[src/rtl/core/fsub_pkg.sv]
`timescale 1ns / 1ps

package fsub_pkg;

  localparam int BYTE_W    = 8;
  localparam int LEN_W     = 5;
  localparam int OFF_W     = 16;
  localparam int CFG_DW    = 64;
  localparam int CFG_AW    = 2;
  localparam int KEY_BYTES = 16;
  localparam int KEY_IDX_W = 4;

  typedef enum logic [CFG_AW-1:0] {
    REG_KEY_LENGTH = 2'd0,
    REG_KEY_LOW    = 2'd1,
    REG_KEY_HIGH   = 2'd2
  } cfg_reg_e;

  typedef struct packed {
    logic             not_found;
    logic [OFF_W-1:0] offset;
  } result_t;

  // per-cell compare setup
  typedef struct packed {
    logic              in_use;
    logic [BYTE_W-1:0] key_byte;
  } cell_cfg_t;

endpackage

[src/rtl/core/fsub_cell.sv]
`timescale 1ns / 1ps

module fsub_cell (
  input  logic                             clk_i,
  input  logic                             shift_i,
  input  fsub_pkg::cell_cfg_t              cfg_i,
  input  logic [fsub_pkg::BYTE_W-1:0]      byte_i,
  output logic [fsub_pkg::BYTE_W-1:0]      byte_o,
  output logic                             eq_o
);

  logic [fsub_pkg::BYTE_W-1:0] byte_q, byte_d;

  // compare the byte this cell takes on the current beat
  assign eq_o   = !cfg_i.in_use || (byte_i == cfg_i.key_byte);
  assign byte_d = shift_i ? byte_i : byte_q;
  assign byte_o = byte_q;

  always_ff @(posedge clk_i) begin
    byte_q <= byte_d;
  end

endmodule

[src/rtl/core/fsub_out_buf.sv]
`timescale 1ns / 1ps

module fsub_out_buf (
  input  logic                clk_i,
  input  logic                rst_ni,
  input  logic                push_i,
  input  fsub_pkg::result_t   res_i,
  output logic                full_o,
  output logic                valid_o,
  input  logic                ready_i,
  output fsub_pkg::result_t   res_o
);

  logic              out_vld_q, out_vld_d, skid_vld_q, skid_vld_d;
  fsub_pkg::result_t out_q, out_d, skid_q, skid_d;

  always_comb begin
    out_vld_d  = out_vld_q;
    out_d      = out_q;
    skid_vld_d = skid_vld_q;
    skid_d     = skid_q;
    if (!out_vld_q || ready_i) begin
      if (skid_vld_q) begin
        out_vld_d  = 1'b1;
        out_d      = skid_q;
        skid_vld_d = push_i;
        skid_d     = res_i;
      end else begin
        out_vld_d = push_i;
        out_d     = res_i;
      end
    end else if (push_i) begin
      skid_vld_d = 1'b1;
      skid_d     = res_i;
    end
  end

  always_ff @(posedge clk_i or negedge rst_ni) begin
    if (!rst_ni) begin
      out_vld_q  <= 1'b0;
      skid_vld_q <= 1'b0;
    end else begin
      out_vld_q  <= out_vld_d;
      skid_vld_q <= skid_vld_d;
    end
  end

  always_ff @(posedge clk_i) begin
    out_q  <= out_d;
    skid_q <= skid_d;
  end

  assign full_o  = skid_vld_q;
  assign valid_o = out_vld_q;
  assign res_o   = out_q;

endmodule

[src/rtl/core/first_substring_match_top.sv]
`timescale 1ns / 1ps
// First substring match. Text enters on the s_axis channel, one beat per
// clock while the output buffer has room: tdata carries the byte, tuser
// says whether the byte is present, tlast ends the text. Each present
// byte shifts into a row of MAX_KEY_BYTES cells; every cell compares its
// incoming byte with the key byte aligned to it, so a whole key compare
// finishes in the cycle the byte is accepted. Throughput is one beat per
// cycle when not stalled. One result per text is pushed into the output
// buffer on the tlast beat and leaves on m_axis from there: tuser is 1
// for not found, tdata the offset of the first match (0 if none). Keys
// are loaded over the cfg channel (index 0 length, 1 bytes 0-7, 2 bytes
// 8-15); the user must load them only while the block is idle, which it
// does not enforce; cfg_ready_o is always high. A two-entry output buffer
// holds results while m_axis stalls; s_axis keeps taking beats until both
// entries are full. Reset clears the key registers, the byte count, the
// match state and the output buffer; the block is ready as soon as reset
// is released. Bytes past the first MAX_TEXT_BYTES still shift in but are
// not compared, so a match that ends beyond that point is not reported.

module first_substring_match_top #(
  parameter int              MAX_KEY_BYTES  = 16,
  parameter longint unsigned MAX_TEXT_BYTES = 65536
) (
  input  logic                          clk_i,
  input  logic                          rst_ni,
  input  logic                          cfg_valid_i,
  output logic                          cfg_ready_o,
  input  logic [fsub_pkg::CFG_AW-1:0]   cfg_addr_i,
  input  logic [fsub_pkg::CFG_DW-1:0]   cfg_data_i,
  input  logic                          s_axis_tvalid_i,
  output logic                          s_axis_tready_o,
  input  logic [fsub_pkg::BYTE_W-1:0]   s_axis_tdata_i,   // text_byte
  input  logic                          s_axis_tuser_i,   // byte_present
  input  logic                          s_axis_tlast_i,   // end_of_text
  output logic                          m_axis_tvalid_o,
  input  logic                          m_axis_tready_i,
  output logic [fsub_pkg::OFF_W-1:0]    m_axis_tdata_o,   // match_offset
  output logic                          m_axis_tuser_o    // status
);

  localparam int CNT_W = $clog2(MAX_TEXT_BYTES + 1);
  localparam int CMP_W = (CNT_W + 1 > fsub_pkg::LEN_W) ? CNT_W + 1 : fsub_pkg::LEN_W;
  localparam int KW    = fsub_pkg::BYTE_W;

  logic [fsub_pkg::LEN_W-1:0]  len_q, len_d;
  logic [fsub_pkg::CFG_DW-1:0] key_lo_q, key_lo_d, key_hi_q, key_hi_d;
  logic [2*fsub_pkg::CFG_DW-1:0] key_all;

  logic [CNT_W-1:0]           cnt_q, cnt_d;
  logic                       seen_q, seen_d;
  logic [fsub_pkg::OFF_W-1:0] start_q, start_d;

  logic                       accept, shift, sat, len_ok, reached, hit, buf_full;
  logic [MAX_KEY_BYTES-1:0]   eq;
  logic [KW-1:0]              win [MAX_KEY_BYTES];
  logic [fsub_pkg::OFF_W-1:0] new_start;
  fsub_pkg::result_t          res, res_out;

  // configuration registers
  assign cfg_ready_o = 1'b1;

  always_comb begin
    len_d    = len_q;
    key_lo_d = key_lo_q;
    key_hi_d = key_hi_q;
    if (cfg_valid_i) begin
      unique case (cfg_addr_i)
        fsub_pkg::REG_KEY_LENGTH: len_d    = cfg_data_i[fsub_pkg::LEN_W-1:0];
        fsub_pkg::REG_KEY_LOW:    key_lo_d = cfg_data_i;
        fsub_pkg::REG_KEY_HIGH:   key_hi_d = cfg_data_i;
        default: ;
      endcase
    end
  end

  assign key_all = {key_hi_q, key_lo_q};

  // cell row
  assign s_axis_tready_o = !buf_full;
  assign accept          = s_axis_tvalid_i && s_axis_tready_o;
  assign shift           = accept && s_axis_tuser_i;

  for (genvar j = 0; j < MAX_KEY_BYTES; j++) begin : g_cell
    fsub_pkg::cell_cfg_t             ccfg;
    logic [fsub_pkg::KEY_IDX_W-1:0]  kidx;
    logic [fsub_pkg::LEN_W-1:0]      kpos;
    logic [KW-1:0]                   din;

    assign kpos          = len_q - fsub_pkg::LEN_W'(1) - fsub_pkg::LEN_W'(j);
    assign kidx          = kpos[fsub_pkg::KEY_IDX_W-1:0];
    assign ccfg.in_use   = fsub_pkg::LEN_W'(j) < len_q;
    assign ccfg.key_byte = key_all[kidx*KW +: KW];

    if (j == 0) begin : g_head
      assign din = s_axis_tdata_i;
    end else begin : g_link
      assign din = win[j-1];
    end

    fsub_cell u_cell (
      .clk_i   (clk_i),
      .shift_i (shift),
      .cfg_i   (ccfg),
      .byte_i  (din),
      .byte_o  (win[j]),
      .eq_o    (eq[j])
    );
  end

  assign hit       = &eq;
  assign sat       = cnt_q >= CNT_W'(MAX_TEXT_BYTES);
  assign len_ok    = (len_q != '0) && (len_q <= fsub_pkg::LEN_W'(MAX_KEY_BYTES));
  assign reached   = (CMP_W'(cnt_q) + CMP_W'(1)) >= CMP_W'(len_q);
  assign new_start = fsub_pkg::OFF_W'(cnt_q) + fsub_pkg::OFF_W'(1)
                   - fsub_pkg::OFF_W'(len_q);

  always_comb begin
    cnt_d   = cnt_q;
    seen_d  = seen_q;
    start_d = start_q;
    if (shift && !sat) begin
      cnt_d = cnt_q + CNT_W'(1);
      if (!seen_q && len_ok && reached && hit) begin
        seen_d  = 1'b1;
        start_d = new_start;
      end
    end
    res.not_found = !seen_d;
    res.offset    = seen_d ? start_d : '0;
    if (accept && s_axis_tlast_i) begin
      cnt_d   = '0;
      seen_d  = 1'b0;
      start_d = '0;
    end
  end

  always_ff @(posedge clk_i or negedge rst_ni) begin
    if (!rst_ni) begin
      len_q    <= '0;
      key_lo_q <= '0;
      key_hi_q <= '0;
      cnt_q    <= '0;
      seen_q   <= 1'b0;
      start_q  <= '0;
    end else begin
      len_q    <= len_d;
      key_lo_q <= key_lo_d;
      key_hi_q <= key_hi_d;
      cnt_q    <= cnt_d;
      seen_q   <= seen_d;
      start_q  <= start_d;
    end
  end

  fsub_out_buf u_out_buf (
    .clk_i   (clk_i),
    .rst_ni  (rst_ni),
    .push_i  (accept && s_axis_tlast_i),
    .res_i   (res),
    .full_o  (buf_full),
    .valid_o (m_axis_tvalid_o),
    .ready_i (m_axis_tready_i),
    .res_o   (res_out)
  );

  assign m_axis_tdata_o = res_out.offset;
  assign m_axis_tuser_o = res_out.not_found;

endmodule

[config.mk]
export PLATFORM = sky130hd
export DESIGN_NAME = first_substring_match_top
export DESIGN_NICKNAME = d
export VERILOG_FILES = /design/src/rtl/core/fsub_pkg.sv /design/src/rtl/core/fsub_cell.sv /design/src/rtl/core/fsub_out_buf.sv /design/src/rtl/core/first_substring_match_top.sv
export SDC_FILE = /design/constraint.sdc
export NUM_CORES = 1
export LEC_CHECK = 0
export BUFFER_PORTS_ARGS = -buffer_cell sky130_fd_sc_hd__buf_4
export CORE_MARGIN = 1.5
export CORE_UTILIZATION = 45
export CTS_CLUSTER_DIAMETER = 50
export DETAILED_ROUTE_END_ITERATION = 6
export PLACE_DENSITY = 0.61
export SLEW_MARGIN = 20
export SYNTH_ARGS = -nofsm -noshare
export SYNTH_HDL_FRONTEND = slang
export SYNTH_HIERARCHICAL = 1
export SYNTH_SLANG_ARGS = --single-unit
[constraint.sdc]
create_clock -name clk_i -period 5.4 [get_ports clk_i]
set_input_delay 0 -clock clk_i [delete_from_list [all_inputs] [get_ports clk_i]]
set_output_delay 0 -clock clk_i [all_outputs]
set_load 0.05 [all_outputs]
==> results.rst, run 1 <==
.. list-table::
   :header-rows: 1

   * - Metric
     - Value
   * - TritonCTS clock tree
     - yes
   * - Placement Rows
     - 77
   * - Clock Pin Slew Worst Setup and Hold Paths
     - ~0.060 ns
   * - Actual transition at the worst max-transition pin
     - 0.946 ns
   * - Final non-filler cell area
     - approximately 24000 µm²
   * - Deepest level of the CTS H-tree
     - 2
   * - Starting DRT DRC Count
     - 1037
   * - Slowest-stage cell, CP
     - sky130_fd_sc_hd__mux4_2
   * - First-pass GRT wire length
     - 79700 µm
   * - Via count of the first global-routing pass
     - between 10000 and 15000
   * - Final HPWL DP
     - around 38000 µm
   * - Number of cell instances on the worst register-to-register path
     - 16
   * - Critical Path RT
     - roughly 5.7 ns
   * - Filler Cell Count
     - 3778
   * - Number of antenna diodes
     - 0
   * - CP dominant cell by count
     - sky130_fd_sc_hd__nand4_1
   * - Source of the worst hold timing path
     - s_axis_tvalid_i
   * - Arrival time of data at the critical path endpoint
     - 5.30 ns
   * - Post-layout min period
     - 4.99 ns
   * - Die height
     - about 220 µm
   * - Maximum buffer depth of the clock tree
     - 3
   * - Max_cap viols
     - 0
   * - Hold/Removal Path Class
     - primary input to flip-flop
   * - Hold path cells
     - 4
   * - Total I/O pin count
     - 101
   * - Fmax
     - 200 MHz
   * - Final critical-path share of the clock period
     - 92.4%
   * - Static leakage power
     - between 9 and 10 nW
   * - Crit-path max cell delay
     - 0.58 ns
   * - Number of buffer cells added on primary ports
     - 99
   * - Synth-to-layout area growth
     - 18.2%
   * - Pwr/cell area
     - 500 nW/µm²
   * - Unrepaired setup endpoints after global routing
     - false
   * - Slew HR
     - 36.7%
   * - Antenna viol nets, final
     - 0
   * - Net count of the mapped netlist
     - 1634
   * - Post-Route WL
     - roughly 52000 µm
   * - Post-detailed-route DRC marker count
     - 0
   * - Peak fanout along the critical path
     - 48
   * - Final Hold Viols
     - 0
   * - Hold EP
     - start_q[13]$_DFF_PN0_
   * - Number of iterations in the first detailed-routing pass
     - 5
   * - Post-CTS setup buffer count
     - 0
   * - Via Count
     - 13500
   * - Std-Cell Core Area
     - 44500 µm²
   * - Final nets
     - between 1500 and 2000
   * - Status
     - complete, no violations
   * - Instance count after placement with tap cells included
     - 2139
   * - Mapped cell area
     - 20400 µm²
   * - Cell Area, Placed
     - 21800 µm²
   * - Vias per cell
     - 5.87
   * - Gate Count Post-Synth
     - between 1500 and 2000
   * - Root cell of the clock tree
     - sky130_fd_sc_hd__clkbuf_16
   * - Element type at the critical path start
     - flip-flop
   * - Yosys Warn Count
     - 6
   * - Worst r2r dst
     - u_out_buf/res_o[16]$_DFFE_PP_
   * - Source-to-sink clock delay at the later pin of the worst-skew pair
     - 0.56 ns
   * - Cell family with the largest share of critical-path delay
     - multiplexers
   * - Setup skew after layout
     - 0.0236 ns
   * - TritonCTS buffer count
     - 46
   * - Layout cell share with drive strength beyond 1
     - 29.6%
   * - Avg Inst Size Synth
     - about 14 µm²
   * - Placer's final routability congestion estimate
     - 0.973
   * - Number of cells in the finished layout apart from fillers
     - 2301
   * - Endpoint kind of the worst setup timing path
     - flip-flop
   * - Global-route usage over all layers
     - about 22%
   * - Worst hold margin
     - 0.0471 ns
   * - Aggregate global routing overflow
     - 0
   * - Clock tree sinks
     - 323
   * - Reg2Reg Launch Point
     - len_q[1]$_DFFE_PN0P_
   * - Starting density of the core
     - 45.9%
   * - Buffers and inverters on the worst path
     - 3
   * - Flop-to-flop setup slack
     - 0.41 ns
   * - Peak ir drop on the vdd network
     - between 0.0003 and 0.0004 V
   * - Die X-Extent
     - ~220 µm
   * - Worst setup path startpoint
     - len_q[1]$_DFFE_PN0P_
   * - Maximum number of pins on one net before global-route repair
     - 130
   * - Die area
     - 46700 µm²
   * - Cells along the critical path
     - inv_1 -> ha_4 -> buf_12 -> mux4_2 -> mux2i_1 -> mux2i_1 -> xnor2_1 -> nand4_1 -> o21ai_1 -> nand4_1 -> nor3_1 -> nand4_1 -> a31oi_2 -> buf_4 -> nor2_1 -> mux2_2
   * - Classification of the worst setup path
     - flip-flop to flip-flop
   * - Antenna violations before repair
     - 0
   * - Sum Neg Setup Slack
     - 0 ns
   * - Number of setup violations in the final report
     - 0
   * - Max-slew violation count
     - 0
   * - DR WL/cell
     - 22.6 µm
[worst register-to-register path, cell delays in order, from the launching register on]
cell and delay (ns):
sky130_fd_sc_hd__dfrtp_1 0.50, sky130_fd_sc_hd__inv_1 0.14, sky130_fd_sc_hd__ha_4 0.53, sky130_fd_sc_hd__buf_12 0.34
sky130_fd_sc_hd__mux4_2 0.60, sky130_fd_sc_hd__mux2i_1 0.44, sky130_fd_sc_hd__mux2i_1 0.19, sky130_fd_sc_hd__xnor2_1 0.19
sky130_fd_sc_hd__nand4_1 0.17, sky130_fd_sc_hd__o21ai_1 0.23, sky130_fd_sc_hd__nand4_1 0.13, sky130_fd_sc_hd__nor3_1 0.20
sky130_fd_sc_hd__nand4_1 0.21, sky130_fd_sc_hd__a31oi_2 0.20, sky130_fd_sc_hd__buf_4 0.28, sky130_fd_sc_hd__nor2_1 0.11
sky130_fd_sc_hd__mux2_2 0.30
[cells in the final DEF (no fill, tap or decap), types with 4 or more instances in the layout]
master,count
sky130_fd_sc_hd__nand2_1,65
sky130_fd_sc_hd__nand3_1,9
sky130_fd_sc_hd__nand3b_1,4
sky130_fd_sc_hd__buf_12,4
sky130_fd_sc_hd__xnor2_2,4
sky130_fd_sc_hd__a31oi_1,4
sky130_fd_sc_hd__mux4_2,128
sky130_fd_sc_hd__edfxtp_1,154
sky130_fd_sc_hd__and3_1,7
sky130_fd_sc_hd__nor3_1,8
sky130_fd_sc_hd__inv_6,7
sky130_fd_sc_hd__o31ai_1,4
sky130_fd_sc_hd__dlygate4sd3_1,81
sky130_fd_sc_hd__mux2i_1,261
sky130_fd_sc_hd__dfrtp_1,168
sky130_fd_sc_hd__nor2_1,28
sky130_fd_sc_hd__clkinv_4,8
sky130_fd_sc_hd__xnor2_1,137
sky130_fd_sc_hd__a21oi_1,30
sky130_fd_sc_hd__ha_1,47
sky130_fd_sc_hd__o21ai_1,16
sky130_fd_sc_hd__clkbuf_16,48
sky130_fd_sc_hd__o21ai_0,48
sky130_fd_sc_hd__mux2_2,146
sky130_fd_sc_hd__xor2_1,10
sky130_fd_sc_hd__and2_1,4
sky130_fd_sc_hd__nand4_1,41
sky130_fd_sc_hd__inv_1,27
sky130_fd_sc_hd__clkbuf_1,5
sky130_fd_sc_hd__a221oi_1,4
sky130_fd_sc_hd__a22o_1,7
sky130_fd_sc_hd__clkbuf_8,6
sky130_fd_sc_hd__buf_4,122
[metal layers]
layer / global-route usage, % / up-vias / part of all wire (%)
li1: - / 6127 / -
met1: 33.1 / 6932 / 47
met2: 34.5 / 373 / 46
met3: 3.14 / 72 / 5.1
met4: 6.53 / 0 / 2.3
met5: 0 / - / 0
[report_power, final]
part | switching [mW] | internal [mW] | total, mW
clock network | 1.17 | 1.86 | 3.03
logic | 3.13 | 2.77 | 5.90
registers | 0.306 | 2.85 | 3.16
total | 4.60 | 7.48 | 12.1
[per-stage QoR]
step	util, %	total power [mW]	setup slack, ns
after CTS	54.3	12.1	0.507
after floorplan	-	7.50	0.0374
after global placement	49.0	8.90	0.606
final	54.3	12.1	0.410
after global routing	54.3	12.6	0.0811
after detailed placement	49.0	9.01	0.548
[worst max path at each step]
stage | endpoint | slack [ns] | cells past startpoint
final | u_out_buf/res_o[16]$_DFFE_PP_ | 0.41 | 16
after global routing | u_out_buf/res_o[12]$_DFFE_PP_ | 0.08 | 18
after detailed placement | u_out_buf/res_o[16]$_DFFE_PP_ | 0.55 | 16
after floorplan | u_out_buf/res_o[16]$_DFFE_PP_ | 0.04 | 22
after global placement | u_out_buf/res_o[16]$_DFFE_PP_ | 0.61 | 16
after CTS | u_out_buf/res_o[16]$_DFFE_PP_ | 0.51 | 16
[area by class of cell]
| type | count | area [µm²] | area share (%) |
|---|---|---|---|
| Multi-Input combinational cell | 1069 | 11100 | 45.9 |
| Clock inverter | 22 | 244 | 1.01 |
| Clock buffer | 59 | 1300 | 5.39 |
| Timing Repair Buffer | 208 | 1820 | 7.52 |
| Inverter | 28 | 105 | 0.435 |
| Tap cell | 592 | 741 | 3.07 |
| Sequential cell | 323 | 8860 | 36.7 |
[timing repair]
item,in CTS,in global routing
hold buffers,81,0
resized for setup,0,0
endpoints found under the hold margin,229,0
[state kept, by name, indices dropped and copies added (netlist names), 5 cells and up]
name	flops
key_lo_q	64
key_hi_q	64
start_q	16
g_cell.u_cell/byte_o	120
u_out_buf/skid_q	17
u_out_buf/res_o	17
len_q	5
cnt_q	17
Power figures use the tool's default switching activity.
==> inputs of run 2 (changes only) <==
--- a/config.mk
+++ b/config.mk
@@ -10,6 +10,7 @@
 export CORE_UTILIZATION = 45
 export CTS_CLUSTER_DIAMETER = 50
 export DETAILED_ROUTE_END_ITERATION = 6
+export HOLD_SLACK_MARGIN = 0.05
 export PLACE_DENSITY = 0.61
 export SLEW_MARGIN = 20
 export SYNTH_ARGS = -nofsm -noshare
==> results.rst, run 2 (synthesis gave the netlist of run 1 again) <==
.. list-table::
   :header-rows: 1

   * - Metric
     - Value
   * - Final critical-path share of the clock period
     - 92.3% (was 92.4%)
   * - Starting density of the core
     - 45.9% (unchanged)
   * - CP dominant cell by count
     - sky130_fd_sc_hd__nand4_1 (unchanged)
   * - Number of buffer cells added on primary ports
     - 99 (unchanged)
   * - Max-slew violation count
     - 0 (unchanged)
   * - Arrival time of data at the critical path endpoint
     - 5.30 ns (about the same)
   * - Crit-path max cell delay
     - 0.59 ns (was 0.58 ns)
   * - Number of gates resized after cts
     - 0 (unchanged)
   * - Source-to-sink clock delay at the later pin of the worst-skew pair
     - 0.56 ns (about the same)
   * - Placement Rows
     - 77 (unchanged)
   * - Hold/Removal Path Class
     - primary input to asynchronous set/reset pin (was primary input to flip-flop)
   * - Flip-flop count of the largest register, all copies and words added
     - 120 (unchanged)
   * - Post-detailed-route DRC marker count
     - 0 (unchanged)
   * - Status
     - complete, no violations (unchanged)
   * - Setup skew after layout
     - 0.0232 ns (was 0.0236 ns)
   * - Deepest level of the CTS H-tree
     - 2 (unchanged)
   * - Most common cell after layout, fill and taps aside
     - sky130_fd_sc_hd__mux2i_1 (unchanged)
   * - First-pass GRT wire length
     - 79800 µm (was 79700 µm)
   * - Antenna violations before repair
     - 0 (unchanged)
   * - Slowest-stage cell, CP
     - sky130_fd_sc_hd__mux4_2 (unchanged)
   * - Peak ir drop on the vdd network
     - 0.000310 V (was 0.000309 V)
   * - DR WL/cell
     - 22.6 µm (about the same)
   * - Die area
     - 46700 µm² (unchanged)
   * - Number of buffers inserted for hold repair after clock tree synthesis
     - 83 (was 81)
   * - Global-route usage over all layers
     - 22.4% (about the same)
   * - Slew HR
     - 36.7% (about the same)
   * - Std-Cell Core Area
     - 44500 µm² (unchanged)
   * - Actual transition at the worst max-transition pin
     - 0.947 ns (was 0.946 ns)
   * - Via Count
     - 13500 (about the same)
   * - Die X-Extent
     - 216 µm (unchanged)
   * - Post-layout min period
     - 4.98 ns (was 4.99 ns)
   * - TritonCTS buffer count
     - 46 (unchanged)
   * - Placer's final routability congestion estimate
     - 0.973 (unchanged)
   * - Vias per cell
     - 5.86 (was 5.87)
   * - Number of antenna diodes
     - 0 (unchanged)
   * - Sum Neg Setup Slack
     - 0 ns (unchanged)
   * - Number of iterations in the first detailed-routing pass
     - 5 (unchanged)
   * - Post-Route WL
     - 52000 µm (about the same)
   * - Die height
     - 216 µm (unchanged)
   * - Final Total Pwr
     - 12.1 mW (about the same)
   * - Final nets
     - 1808 (was 1806)
   * - Slack of the critical path
     - 0.418 ns (was 0.410 ns)
   * - Max_cap viols
     - 0 (unchanged)
   * - Synth-to-layout area growth
     - 18.3% (was 18.2%)
   * - TritonCTS clock tree
     - yes (unchanged)
   * - Highest-count cells in the layout ignoring fill and taps
     - sky130_fd_sc_hd__mux2i_1, sky130_fd_sc_hd__dfrtp_1, sky130_fd_sc_hd__edfxtp_1 (unchanged)
   * - Critical Path RT
     - 5.71 ns (about the same)
   * - Post-CTS setup buffer count
     - 0 (unchanged)
   * - Total I/O pin count
     - 101 (unchanged)
   * - Clock tree sinks
     - 323 (unchanged)
   * - Filler Cell Count
     - 3778 (unchanged)
   * - Unrepaired setup endpoints after global routing
     - false (unchanged)
   * - Pwr/cell area
     - 499 nW/µm² (was 500 nW/µm²)
   * - Final Hold Viols
     - 0 (unchanged)
   * - Cell Area, Placed
     - 21800 µm² (unchanged)
   * - Element type at the critical path start
     - flip-flop (unchanged)
   * - Peak fanout along the critical path
     - 62 (was 48)
   * - Clock Pin Slew Worst Setup and Hold Paths
     - 0.06 ns (about the same)
   * - Starting DRT DRC Count
     - 1021 (was 1037)
   * - Antenna viol nets, final
     - 0 (unchanged)
   * - Final HPWL DP
     - 38300 µm (unchanged)
   * - Fmax
     - 201 MHz (was 200 MHz)
   * - Maximum buffer depth of the clock tree
     - 3 (unchanged)
   * - Root cell of the clock tree
     - sky130_fd_sc_hd__clkbuf_16 (unchanged)
   * - Cells along the critical path
     - inv_1 -> ha_4 -> buf_12 -> mux4_2 -> mux2i_1 -> mux2i_1 -> xnor2_1 -> nand4_1 -> o21ai_1 -> nand4_1 -> nor3_1 -> nand4_1 -> a31oi_2 -> buf_4 -> nor2_1 -> mux2_2 (unchanged)
   * - Aggregate global routing overflow
     - 0 (unchanged)
   * - Number of setup violations in the final report
     - 0 (unchanged)
   * - Final non-filler cell area
     - 24200 µm² (about the same)
   * - Maximum number of pins on one net before global-route repair
     - 130 (unchanged)
   * - Via count of the first global-routing pass
     - 13300 (about the same)
   * - Classification of the worst setup path
     - flip-flop to flip-flop (unchanged)
   * - Layout cell share with drive strength beyond 1
     - 29.6% (about the same)
   * - Endpoint kind of the worst setup timing path
     - flip-flop (unchanged)
   * - Minimum setup slack after placement
     - 0.548 ns (unchanged)
   * - Static leakage power
     - 9.74 nW (was 9.73 nW)
==> run 2: cell count changes in the layout (fill, tap and decap cells not counted) <==
cell	previous run	this run
sky130_fd_sc_hd__dlygate4sd3_1	81	83
==> run 2: report_power, final <==
group / total, mW / switching [mW] / internal [mW]
combinational: 5.89 / 3.12 / 2.77
clock: 3.03 / 1.17 / 1.86
sequential: 3.16 / 0.305 / 2.85
total: 12.1 / 4.60 / 7.48
==> run 2: metrics by stage <==
| stage | util [%] | hold slack [ns] | std cells |
|---|---|---|---|
| global placement | 49.0 | 0.114 | 2139 |
| finish | 54.3 | 0.0599 | 2303 |
| global route | 54.3 | 0.124 | 2303 |
| CTS | 54.3 | 0.0889 | 2303 |
| floorplan | - | -0.296 | 1504 |
| detailed placement | 49.0 | 0.123 | 2139 |
==> run 2: critical path, delay by kind of cell (launching register included) <==
| kind | cells | cell delay (ns) |
|---|---|---|
| mux | 4 | 1.39 |
| simple gates | 5 | 0.84 |
| buf+inv | 3 | 0.79 |
| compound gates | 2 | 0.41 |
| fa+ha+maj | 1 | 0.52 |
| flops | 1 | 0.51 |
| xor+xnor | 1 | 0.25 |
==> run 2: path summary, 6_finish.rpt <==
check	startpoint	to	slack, ns	cells past startpoint
worst max register to register	len_q[1]$_DFFE_PN0P_	u_out_buf/res_o[16]$_DFFE_PP_	0.42	16
worst min-delay path	rst_ni	cnt_q[12]$_DFFE_PN0P_	0.06	2
worst max-delay path	len_q[1]$_DFFE_PN0P_	u_out_buf/res_o[16]$_DFFE_PP_	0.42	16
max in group asynchronous	rst_ni	key_hi_q[21]$_DFFE_PN0P_	4.13	3
min in group clk_i	s_axis_tdata_i[4]	g_cell[0].u_cell/byte_o[4]$_DFFE_PP_	0.18	2
worst min register to register	g_cell[13].u_cell/byte_o[0]$_DFFE_PP_	g_cell[14].u_cell/byte_o[0]$_DFFE_PP_	0.47	0
==> run 2: layer usage <==
layer	vias to the layer above	global-route usage, %	part of all wire (%)
li1	6125	-	-
met1	6903	33.1	47
met2	396	34.6	46
met3	71	3.14	5.1
met4	0	6.53	2.2
met5	-	0	0
==> run 2: area by class of cell <==
type | instances | area [µm²] | share of cell area, %
multi-input cells | 1069 | 11100 | 45.9
flip-flops and latches | 323 | 8860 | 36.6
well taps | 592 | 741 | 3.06
clock inverters | 22 | 244 | 1.01
clock buffers | 59 | 1300 | 5.39
inverters | 28 | 105 | 0.435
repair buffers | 210 | 1840 | 7.60
